==> config.mk <==
export PLATFORM = sky130hd
export DESIGN_NAME = pcm_frame_to_mono16
export DESIGN_NICKNAME = d
export VERILOG_FILES = /design/src/rtl/core/pf2m_pkg.sv /design/src/rtl/core/pf2m_in_reg.sv /design/src/rtl/core/pf2m_decode.sv /design/src/rtl/core/pf2m_out_reg.sv /design/src/rtl/core/pcm_frame_to_mono16.sv
export SDC_FILE = /design/constraint.sdc
export NUM_CORES = 1
export LEC_CHECK = 0
export BUFFER_PORTS_ARGS = -buffer_cell sky130_fd_sc_hd__buf_2
export CORE_MARGIN = 8
export CORE_UTILIZATION = 64
export CTS_CLUSTER_DIAMETER = 200
export DETAILED_ROUTE_END_ITERATION = 12
export PLACE_DENSITY_LB_ADDON = 0.05
export SETUP_SLACK_MARGIN = 0.02
export SLEW_MARGIN = 5
export SYNTH_ARGS = -nofsm -noshare
export SYNTH_HDL_FRONTEND = slang
export SYNTH_SLANG_ARGS = --single-unit
export TNS_END_PERCENT = 1
==> constraint.sdc <==
create_clock -name clk -period 12.1 [get_ports clk]
set_clock_uncertainty 0.15 [all_clocks]
set_input_delay 3.63 -clock clk [delete_from_list [all_inputs] [get_ports clk]]
set_output_delay 3.63 -clock clk [all_outputs]
set_load 0.02 [all_outputs]
==> src/rtl/core/pf2m_pkg.sv <==
// Shared types and constants for the PCM frame to mono 16-bit decoder.
package pf2m_pkg;

  // Configuration register indexes.
  localparam logic [1:0] REG_SAMPLE_WIDTH  = 2'd0;
  localparam logic [1:0] REG_CHANNEL_COUNT = 2'd1;

  // Reset values of the configuration registers (16-bit mono).
  localparam logic [1:0] WIDTH_CODE_RESET = 2'd1;
  localparam logic [1:0] CHANNELS_RESET   = 2'd1;

  // Offset-binary bias of 8-bit samples; subtracting it flips the top bit.
  localparam logic [7:0] BIAS_8BIT = 8'h80;

  typedef struct packed {
    logic [1:0] width_code;
    logic [1:0] channel_count;
  } cfg_t;

endpackage

==> src/rtl/core/pf2m_in_reg.sv <==
// Input register stage that holds one accepted byte until the decoder consumes it.
module pf2m_in_reg (
  input  logic       clk,
  input  logic       rst,
  input  logic       in_valid,
  output logic       in_ready,
  input  logic [7:0] data_byte,
  input  logic       frame_start,
  input  logic       pop,
  output logic       s1_valid,
  output logic [7:0] s1_byte,
  output logic       s1_start
);

  assign in_ready = !s1_valid || pop;

  always_ff @(posedge clk) begin
    if (rst) begin
      s1_valid <= 1'b0;
    end else if (in_ready) begin
      s1_valid <= in_valid;
    end
  end

  always_ff @(posedge clk) begin
    if (in_valid && in_ready) begin
      s1_byte  <= data_byte;
      s1_start <= frame_start;
    end
  end

endmodule

==> src/rtl/core/pf2m_decode.sv <==
// Frame position tracking, sample assembly and stereo averaging for one byte per cycle unless stalled.
module pf2m_decode (
  input  logic               clk,
  input  logic               rst,
  input  pf2m_pkg::cfg_t     cfg,
  input  logic               s1_valid,
  input  logic [7:0]         s1_byte,
  input  logic               s1_start,
  input  logic               out_can_take,
  output logic               pop,
  output logic               res_valid,
  output logic signed [15:0] res_sample
);

  logic [2:0]         byte_position;
  logic [7:0]         held_low_byte;
  logic signed [15:0] left_value;

  logic [2:0]         bpc;
  logic               stereo;
  logic [3:0]         frame_bytes;
  logic [2:0]         pos_raw;
  logic [2:0]         pos;
  logic               chan;
  logic [2:0]         off;
  logic [3:0]         pos_inc;
  logic               last;
  logic               is_low;
  logic               is_top;
  logic signed [15:0] value;
  logic signed [16:0] sum;

  always_comb begin
    bpc         = {1'b0, cfg.width_code} + 3'd1;
    stereo      = cfg.channel_count[1];
    frame_bytes = stereo ? {bpc, 1'b0} : {1'b0, bpc};
    pos_raw     = s1_start ? 3'd0 : byte_position;
    // A frame shrunk by a register write restarts at its first byte.
    pos         = ({1'b0, pos_raw} >= frame_bytes) ? 3'd0 : pos_raw;
    chan        = (pos >= bpc);
    off         = pos - (chan ? bpc : 3'd0);
    pos_inc     = {1'b0, pos} + 4'd1;
    last        = (pos_inc >= frame_bytes);
    is_low      = (bpc >= 3'd2) && (off == bpc - 3'd2);
    is_top      = (off == bpc - 3'd1);
    if (bpc == 3'd1) begin
      value = {s1_byte ^ pf2m_pkg::BIAS_8BIT, 8'h00};
    end else begin
      value = {s1_byte, held_low_byte};
    end
    sum        = {left_value[15], left_value} + {value[15], value};
    res_sample = stereo ? sum[16:1] : value;
    res_valid  = s1_valid && is_top && last && !(stereo && !chan);
    pop        = s1_valid && (!res_valid || out_can_take);
  end

  always_ff @(posedge clk) begin
    if (rst) begin
      byte_position <= 3'd0;
      held_low_byte <= 8'd0;
      left_value    <= 16'sd0;
    end else if (pop) begin
      byte_position <= last ? 3'd0 : pos_inc[2:0];
      if (is_low) begin
        held_low_byte <= s1_byte;
      end
      if (is_top && stereo && !chan) begin
        left_value <= value;
      end
    end
  end

`ifndef SYNTHESIS
  a_wrap_to_zero: assert property (@(posedge clk) disable iff (rst)
    (pop && last) |=> (byte_position == 3'd0))
    else $error("frame end did not return byte position to zero");

  a_advance: assert property (@(posedge clk) disable iff (rst)
    (pop && !last) |=> (byte_position == $past(pos) + 3'd1))
    else $error("byte position did not advance by one");

  a_result_on_last: assert property (@(posedge clk) disable iff (rst)
    res_valid |-> (last && is_top))
    else $error("result raised on a byte that does not end a frame");

  a_hold_when_blocked: assert property (@(posedge clk) disable iff (rst)
    (s1_valid && !pop) |=> $stable(byte_position))
    else $error("state moved while the word was held");
`endif

endmodule

==> src/rtl/core/pf2m_out_reg.sv <==
// Result register that holds one mono sample until the consumer takes it.
module pf2m_out_reg (
  input  logic               clk,
  input  logic               rst,
  input  logic               push,
  input  logic signed [15:0] push_sample,
  input  logic               out_ready,
  output logic               out_valid,
  output logic signed [15:0] mono_sample,
  output logic               can_take
);

  assign can_take = !out_valid || out_ready;

  always_ff @(posedge clk) begin
    if (rst) begin
      out_valid <= 1'b0;
    end else if (push) begin
      out_valid <= 1'b1;
    end else if (out_ready) begin
      out_valid <= 1'b0;
    end
  end

  always_ff @(posedge clk) begin
    if (push) begin
      mono_sample <= push_sample;
    end
  end

endmodule

==> src/rtl/core/pcm_frame_to_mono16.sv <==
// An accepted byte sits in the input register; its sample is registered in the result register.
// One word per cycle while the result register can take each sample; a frame of N bytes gives one.
// The single decode stage lies between the input register and the result register.
// Reset (synchronous, active high) empties both registers and restores 16-bit mono.
// The byte position, held low byte and left sample reset to zero.
module pcm_frame_to_mono16 (
  input  logic               clk,
  input  logic               rst,
  input  logic               in_valid,
  output logic               in_ready,
  input  logic [7:0]         data_byte,
  input  logic               frame_start,
  output logic               out_valid,
  input  logic               out_ready,
  output logic signed [15:0] mono_sample,
  input  logic               cfg_valid,
  output logic               cfg_ready,
  input  logic [1:0]         cfg_index,
  input  logic [1:0]         cfg_data
);

  // Configuration registers. Writes are always taken; an index outside the
  // register list is ignored.
  pf2m_pkg::cfg_t cfg;

  assign cfg_ready = 1'b1;

  always_ff @(posedge clk) begin
    if (rst) begin
      cfg.width_code    <= pf2m_pkg::WIDTH_CODE_RESET;
      cfg.channel_count <= pf2m_pkg::CHANNELS_RESET;
    end else if (cfg_valid) begin
      unique case (cfg_index)
        pf2m_pkg::REG_SAMPLE_WIDTH:  cfg.width_code    <= cfg_data;
        pf2m_pkg::REG_CHANNEL_COUNT: cfg.channel_count <= cfg_data;
        default: ;
      endcase
    end
  end

  // The input register holds one word; it refills in the same cycle the
  // decoder consumes it, so bytes stream at one per clock unless the decoder holds its byte.
  logic        pop;
  logic        s1_valid;
  logic [7:0]  s1_byte;
  logic        s1_start;

  pf2m_in_reg u_in_reg (
    .clk         (clk),
    .rst         (rst),
    .in_valid    (in_valid),
    .in_ready    (in_ready),
    .data_byte   (data_byte),
    .frame_start (frame_start),
    .pop         (pop),
    .s1_valid    (s1_valid),
    .s1_byte     (s1_byte),
    .s1_start    (s1_start)
  );

  // The decoder consumes a byte whenever it produces no sample, or when the
  // result register can take the sample. Bytes that only feed the frame
  // keep flowing even while a finished sample waits at the output.
  logic               res_valid;
  logic signed [15:0] res_sample;
  logic               out_can_take;

  pf2m_decode u_decode (
    .clk          (clk),
    .rst          (rst),
    .cfg          (cfg),
    .s1_valid     (s1_valid),
    .s1_byte      (s1_byte),
    .s1_start     (s1_start),
    .out_can_take (out_can_take),
    .pop          (pop),
    .res_valid    (res_valid),
    .res_sample   (res_sample)
  );

  // The result register separates the decoder from the consumer.
  pf2m_out_reg u_out_reg (
    .clk         (clk),
    .rst         (rst),
    .push        (res_valid && out_can_take),
    .push_sample (res_sample),
    .out_ready   (out_ready),
    .out_valid   (out_valid),
    .mono_sample (mono_sample),
    .can_take    (out_can_take)
  );

endmodule

==> key figures, run 1 <==
Final layout
  • Layout cells sized above 1: 16.5%
  • Antenna cells: 0
  • Area grow syn2layout: 12.0%
  • Filler cell count: 410
  • Layout net count: 471
  • Non-Filler Instances: 497
  • Post-route cell area: 0.00406 mm2

Routing
  • Residual DRC: 0
  • Via count: 2,921
  • WL final: 8110 um
  • Vias per cell: 5.88
  • First drt pass iteration count: 4
  • Post-DR wirelength/cell: 16.3 um
  • Final ANT Viol Nets: 0
  • Iteration-0 DRC Markers: 199

Synthesis
  • Unique cell type count in the Yosys netlist: 61
  • Netlist Area Pre-Place: 0.00363 mm2
  • Synth top area cells: edfxtp_1 (21%), dfxtp_1 (18%), ha_1 (11%), mux2i_1 (5.8%), nand2_1 (4.9%)
  • Synth Warn #: 0
  • Seq/Total Area, Yosys: 38.4%
  • Synthesized netlist cell count: 381
  • Mean Syn Cell Area: 9.52 um2
  • Post-synth top area share: 20.7%
  • Leading area contributor after synthesis: edfxtp_1
  • Asr flop ratio synth: 0%
  • Yosys reg bits: 57
  • Post-synth top flop: dfxtp_1
  • Number of synthesized flops with an enable pin: 25
  • Mapped Nets: 432

CTS
  • CTS HTree Levels: 3
  • Setup bufs post-CTS: 0
  • Clock Tree Buf Depth: 2
  • PostCTS Resize Cnt: 0
  • TritonCTS clock tree: yes
  • CTS root buffer: clkbuf_8
  • Num CTS Buffers: 9
  • TritonCTS Sinks: 57
  • Clk_lat worst skew: 0.33 ns
  • Clock-pin slew on the worst setup and hold paths: 0.06 ns
  • # hold bufs at CTS: 0

Placed design
  • Dpl cells: 481
  • Port bufs: 35
  • Post-placement setup slack: 3.20 ns
  • Post-Place Cell Area: 0.00387 mm2
  • Post-DP HPWL: 6110 um
  • Final GP Congestion: 0.893

Floorplanning
  • Row count: 27
  • Starting Density: 65.8%
  • Top Ports: 37
  • Core Region: 0.00551 mm2
  • Die ar.: 0.00833 mm2
  • DIE WIDTH: 91.3 um
  • Die Y: 91.3 um

Critical path
  • Cells along the critical path: inv_1, ha_1, mux2i_1, ha_1, a21oi_1, nor2b_1, o21ai_0, nor2b_1, inv_1, ha_1, nor2b_1, o21a_1, nor2_1, ha_1, fa_1, xor2_1, nand2_1, o22ai_1, nand2_1, or3_1, buf_2
  • Worst setup EP type: output port
  • Critical Path RT: 8.32 ns
  • Worst Path Arrival: 5.49 ns
  • Crit-path leading delay family: adder cells
  • Startpoint Class: flop
  • Most common cell on crit path: ha_1
  • Critical-path top delay cell: fa_1
  • Crit path buf inv count: 3
  • CP peak stage delay: 0.50 ns
  • Worst Path Max Fanout: 8
  • Crit path kind: reg2out

Global routing
  • Vias in the first global route: 3,014
  • Total GRT Usage: 20.3%
  • Global-route met2 utilization: 34.2%
  • Met3 GRT Util: 5.02%
  • Largest net degree at the start of global routing: 34
  • Met1 Usage GRT: 24.4%
  • First-pass GRT wire length: 13,800 um
  • Gr busiest metal: met2
  • Antenna violations before repair: 0
  • GRT Residual Overflow: 0

STA
  • Final Cycle Share: 76.6%
  • Hold slack: 0.313 ns
  • Final setup vio count: 0
  • Final worst slack: 2.83 ns
  • RSZ-0062 raised after global routing: false
  • Rel. slew slack: 26.2%
  • Peak Freq: 108 MHz
  • Fin crit period: 9.27 ns
  • Worst Max-Slew Pin Slew: 1.10 ns
  • Total negative slack: 0 ns
  • Final Max Tran Viols: 0
  • Hold Violations, Final: 0

Run
  • Max-Cap Viols: 0

Power
  • Power Density: 108 mW/mm2
  • Max VDD drop: 0.0695 mV
  • Leakage: 1.77 nW

Outcome
  • Outcome: completed

Hold path
  • Hold Path Class: reg2reg
[report_power, final]
group | internal [W] | switching, W
clock network | 0.0000940 | 0.0000779
logic | 0.0000232 | 0.0000336
registers | 0.000207 | 0.00000446
[sequential cells by signal, summed over array words and instances (netlist names)]
register                flops
u_decode.left_value        16
u_out_reg.mono_sample      16
u_decode.held_low_byte      8
u_in_reg.s1_byte            8
cfg                         3
u_decode.byte_position      3
u_in_reg.s1_start           1
u_in_reg.s1_valid           1
u_out_reg.out_valid         1
[area by class of cell]
cell class	instances	area (um2)	area share, %
clock buffer	10	128	3.14
inverter	28	105	2.59
multi-input combinational	287	2100	51.7
clock inverter	6	58.8	1.45
timing repair buffer	37	190	4.68
tap	72	90.1	2.22
sequential	57	1390	34.3
[placed cells by master (no fill, tap or decap), drive strengths merged, types with 2 or more instances in the layout]
| master | n |
|---|---|
| a21oi | 21 |
| a22o | 2 |
| and2 | 4 |
| buf | 37 |
| clkbuf | 10 |
| clkinv | 7 |
| dfxtp | 32 |
| edfxtp | 25 |
| fa | 2 |
| ha | 31 |
| inv | 26 |
| mux2 | 10 |
| mux2i | 22 |
| nand2 | 47 |
| nand2b | 16 |
| nand3 | 8 |
| nand3b | 2 |
| nand4 | 4 |
| nor2 | 21 |
| nor2b | 14 |
| nor3 | 3 |
| o2111ai | 2 |
| o211ai | 6 |
| o21a | 4 |
| o21ai | 18 |
| o21bai | 2 |
| o221ai | 2 |
| o311ai | 2 |
| o31ai | 2 |
| or3 | 2 |
| or4 | 2 |
| xnor2 | 8 |
| xor2 | 7 |
[metal layers]
| metal | share of wire, % | vias to the layer above | wire length, um |
|---|---|---|---|
| li1 | - | 1435 | - |
| met1 | 45 | 1387 | 3650 |
| met2 | 48 | 80 | 3930 |
| met3 | 4.5 | 19 | 363 |
| met4 | 2.0 | 0 | 165 |
| met5 | 0 | - | 0 |
[final timing paths]
| kind | startpoint | end | slack, ns | cells after the start |
|---|---|---|---|---|
| setup / recovery | cfg[2] | in_ready | 2.83 | 21 |
| hold / removal | u_decode.byte_position[0] | u_decode.byte_position[0] | 0.31 | 1 |
| setup reg to reg | cfg[2] | u_out_reg.mono_sample[9] | 5.82 | 21 |
| hold reg to reg | u_decode.byte_position[0] | u_decode.byte_position[0] | 0.31 | 1 |
[cells in the mapped netlist, types with 2 or more instances]
cell,number
ha_1,31
and2_1,4
nor2b_1,14
nand2_1,47
edfxtp_1,25
nor2_1,21
fa_1,2
nand3_1,8
mux2_2,10
o2111ai_1,2
nor3_1,2
o211ai_1,5
xor2_1,7
o311ai_0,2
or4_1,2
dfxtp_1,32
o221ai_1,2
a22o_1,2
o21bai_1,2
nand3b_1,2
a21oi_1,21
clkbuf_1,7
mux2i_1,21
o21ai_0,18
nand2b_1,15
o31ai_1,2
xnor2_1,8
inv_1,26
or3_1,2
o21a_1,4
clkinv_1,2
nand4_1,4
[worst register-to-register path, stage by stage, from the launching register on]
cell	delay [ns]
dfxtp_1	0.48
inv_1	0.16
ha_1	0.38
mux2i_1	0.22
ha_1	0.28
a21oi_1	0.13
nor2b_1	0.05
o21ai_0	0.16
nor2b_1	0.33
inv_1	0.12
ha_1	0.29
nor2b_1	0.14
o21a_1	0.24
nor2_1	0.07
ha_1	0.20
fa_1	0.50
xor2_1	0.24
nand2_1	0.09
o22ai_1	0.25
nand2_1	0.20
nor4_2	0.96
buf_4	0.35
[per-stage QoR]
step	util (%)	total power (W)
after floorplan	-	0.000257
after global placement	70.4	0.000270
after detailed placement	70.4	0.000272
after CTS	73.8	0.000442
after global routing	73.8	0.000460
final	73.8	0.000440
[cell families after synthesis]
logic type               after synthesis  share of synthesized area [%]
multiplexers                          32                           9.28
other                                  1                          0.103
XOR/XNOR                              17                           4.93
AO/OA/AOI/OAI                         73                           13.1
flip-flops                            57                           38.4
adder cells (fa/ha/maj)               33                           11.8
buffers and inverters                 37                           3.93
AND/OR/NAND/NOR                      131                           18.5
Power figures use the tool's default switching activity.
==> run 2, diff against run 1 <==
Settings changed: ABC_AREA set to 1, CORE_UTILIZATION 64 to 60.
Clock period 12.1 ns to 8.6 ns, I/O delays scaled along.
==> key figures, run 2 <==
Power
  • Comb power frac: 22.0%
  • Power Density: 166 mW/mm2
  • Reg power frac: 40.4%
  • Max VDD drop: 0.108 mV
  • Leakage: 2.15 nW
  • NetSw: 0.000231 W
  • Clock network power share: 37.6%
  • Switching share of total power: 30.7%
  • Int Pwr: 0.000521 W

CTS
  • Num CTS Buffers: 9
  • Setup bufs post-CTS: 0
  • CTS root buffer: clkbuf_8
  • Clock Tree Buf Depth: 2
  • Clock-pin slew on the worst setup and hold paths: 0.07 ns
  • PostCTS Resize Cnt: 0
  • Clk_lat worst skew: 0.34 ns
  • TritonCTS clock tree: yes
  • TritonCTS Sinks: 57
  • CTS HTree Levels: 3
  • # hold bufs at CTS: 0

Run
  • Max-Cap Viols: 0

STA
  • Hold slack: 0.310 ns
  • Final setup vio count: 0
  • RSZ-0062 raised after global routing: false
  • Fin crit period: 7.69 ns
  • Hold Violations, Final: 0
  • Peak Freq: 130 MHz
  • Final Max Tran Viols: 0
  • Worst Max-Slew Pin Slew: 0.974 ns
  • Final Cycle Share: 89.4%
  • Total negative slack: 0 ns
  • Final worst slack: 0.909 ns
  • Rel. slew slack: 35.0%

Synthesis
  • Seq/Total Area, Yosys: 33.8%
  • Mean Syn Cell Area: 7.51 um2
  • Number of synthesized flops with an enable pin: 25
  • Asr flop ratio synth: 0%
  • Most common cell in the synthesized netlist: nand2_1
  • Synth Warn #: 0
  • Yosys reg bits: 57
  • Unique cell type count in the Yosys netlist: 43
  • Mapped Nets: 599
  • Synthesized netlist cell count: 548
  • Post-synth top area share: 18.2%
  • Post-synth top flop: dfxtp_1
  • Netlist Area Pre-Place: 0.00412 mm2
  • Synth top area cells: edfxtp_1 (18%), dfxtp_1 (16%), nand2_1 (9.8%), ha_1 (9.4%), inv_1 (9.0%)
  • Most frequent cells after synthesis: nand2_1 (108), inv_1 (99), nor2_1 (48)
  • Leading area contributor after synthesis: edfxtp_1

Critical path
  • Worst Path Max Fanout: 25
  • Worst Path Arrival: 4.96 ns
  • CP peak stage delay: 0.94 ns
  • Worst setup EP type: output port
  • Cells along the critical path: o21ai_0, ha_1, inv_1, a21oi_1, nand2_2, nand3_4, nor3_1, ha_1, nand3b_1, nand3_1, nand2_1, inv_1, ha_1, fa_1, xnor2_1, o21ai_0, o21ai_0, inv_1, nand4_4, buf_2
  • Crit path kind: reg2out
  • Critical Path RT: 5.87 ns
  • Critical-path top delay cell: dfxtp_1
  • Startpoint Class: flop

Placed design
  • Post-DP HPWL: 6880 um
  • Post-placement setup slack: 1.35 ns
  • Port bufs: 35
  • Final GP Congestion: 0.923

Final layout
  • Layout cells sized above 1: 18.3%
  • Most frequent cells in the layout: nand2_1 (108), inv_1 (99), nor2_1 (48)
  • Layout net count: 631
  • Antenna cells: 0
  • Area grow syn2layout: 10.1%
  • Multi-input logic area: 0.00221 mm2
  • Commonest non-fill, non-tap cell in the layout: nand2_1
  • Reg area: 0.00139 mm2
  • Filler cell count: 564
  • Largest regs: u_decode.left_value (16), u_out_reg.mono_sample (16)

Global routing
  • Antenna violations before repair: 0
  • First-pass GRT wire length: 15,900 um
  • Vias in the first global route: 3,388
  • Total GRT Usage: 20.3%
  • Largest net degree at the start of global routing: 32
  • GRT Residual Overflow: 0

Floorplanning
  • Top Ports: 37
  • Die Y: 98.8 um
  • Die ar.: 0.00977 mm2
  • Starting Density: 61.3%
  • DIE WIDTH: 98.8 um
  • Core Region: 0.00672 mm2
  • Row count: 30

Routing
  • WL final: 9460 um
  • Post-DR wirelength/cell: 14.2 um
  • First drt pass iteration count: 5
  • Iteration-0 DRC Markers: 222
  • Via count: 3,559
  • Vias per cell: 5.35
  • Final ANT Viol Nets: 0
  • Residual DRC: 0

Outcome
  • Outcome: completed

Hold path
  • Hold Path Class: reg2reg
run 2: metal layers:
layer  vias to the layer above  global-route usage, %  wire length (um)
li1                       1819                      -                 -
met1                      1613                   25.8              4410
met2                       112                   32.9              4340
met3                        15                   3.88               517
met4                         0                   7.91               186
met5                         -                      0                 0
run 2: critical path, delay by kind of cell (launching register included):
kind	cells	cell delay [ns]
fa+ha+maj	4	1.35
flops	1	0.94
simple gates	7	1.15
buf+inv	4	0.48
compound gates	4	0.57
xor+xnor	1	0.15
run 2: stage by stage:
step	power, W	utilization [%]	area (um2)	cells
detailed placement	0.000473	64.2	4310	649
global placement	0.000469	64.2	4310	649
CTS	0.000755	67.5	4530	665
floorplan	0.000438	-	4120	548
global route	0.000788	67.5	4530	665
finish	0.000752	67.5	4530	665
run 2: power by group through the flow:
stage | sequential (W) | clock (W) | combinational [W]
after floorplan | 0.000309 | 0 | 0.000129
after global placement | 0.000309 | 0 | 0.000160
after detailed placement | 0.000309 | 0 | 0.000163
after CTS | 0.000304 | 0.000287 | 0.000165
after global routing | 0.000305 | 0.000296 | 0.000187
final | 0.000304 | 0.000282 | 0.000166
run 2: worst paths after layout:
kind | from | to | slack [ns] | cells after the start
hold reg to reg | u_decode.byte_position[2] | u_decode.byte_position[2] | 0.31 | 2
hold / removal | u_decode.byte_position[2] | u_decode.byte_position[2] | 0.31 | 2
setup reg to reg | cfg[1] | u_in_reg.s1_start | 2.82 | 22
setup / recovery | cfg[1] | in_ready | 0.91 | 20
run 2: layout make-up:
class	count	area share (%)
well taps	80	2.21
clock inverters	5	1.74
repair buffers	38	4.36
flip-flops and latches	57	30.7
multi-input cells	363	48.7
inverters	111	9.19
clock buffers	11	3.12
run 2: kinds of logic (layout without fill, tap and decap cells):
group | count (synthesis) | after routing | share of synthesized area, %
AOI/OAI and AO/OA | 64 | 64 | 8.36
and+or+nand+nor | 255 | 255 | 32.5
buffers and inverters | 128 | 165 | 12.7
DFF | 57 | 57 | 33.8
adders and majority gates | 33 | 33 | 10.4
other | 1 | 1 | 0.0911
xor gates and xnor gates | 10 | 10 | 2.13
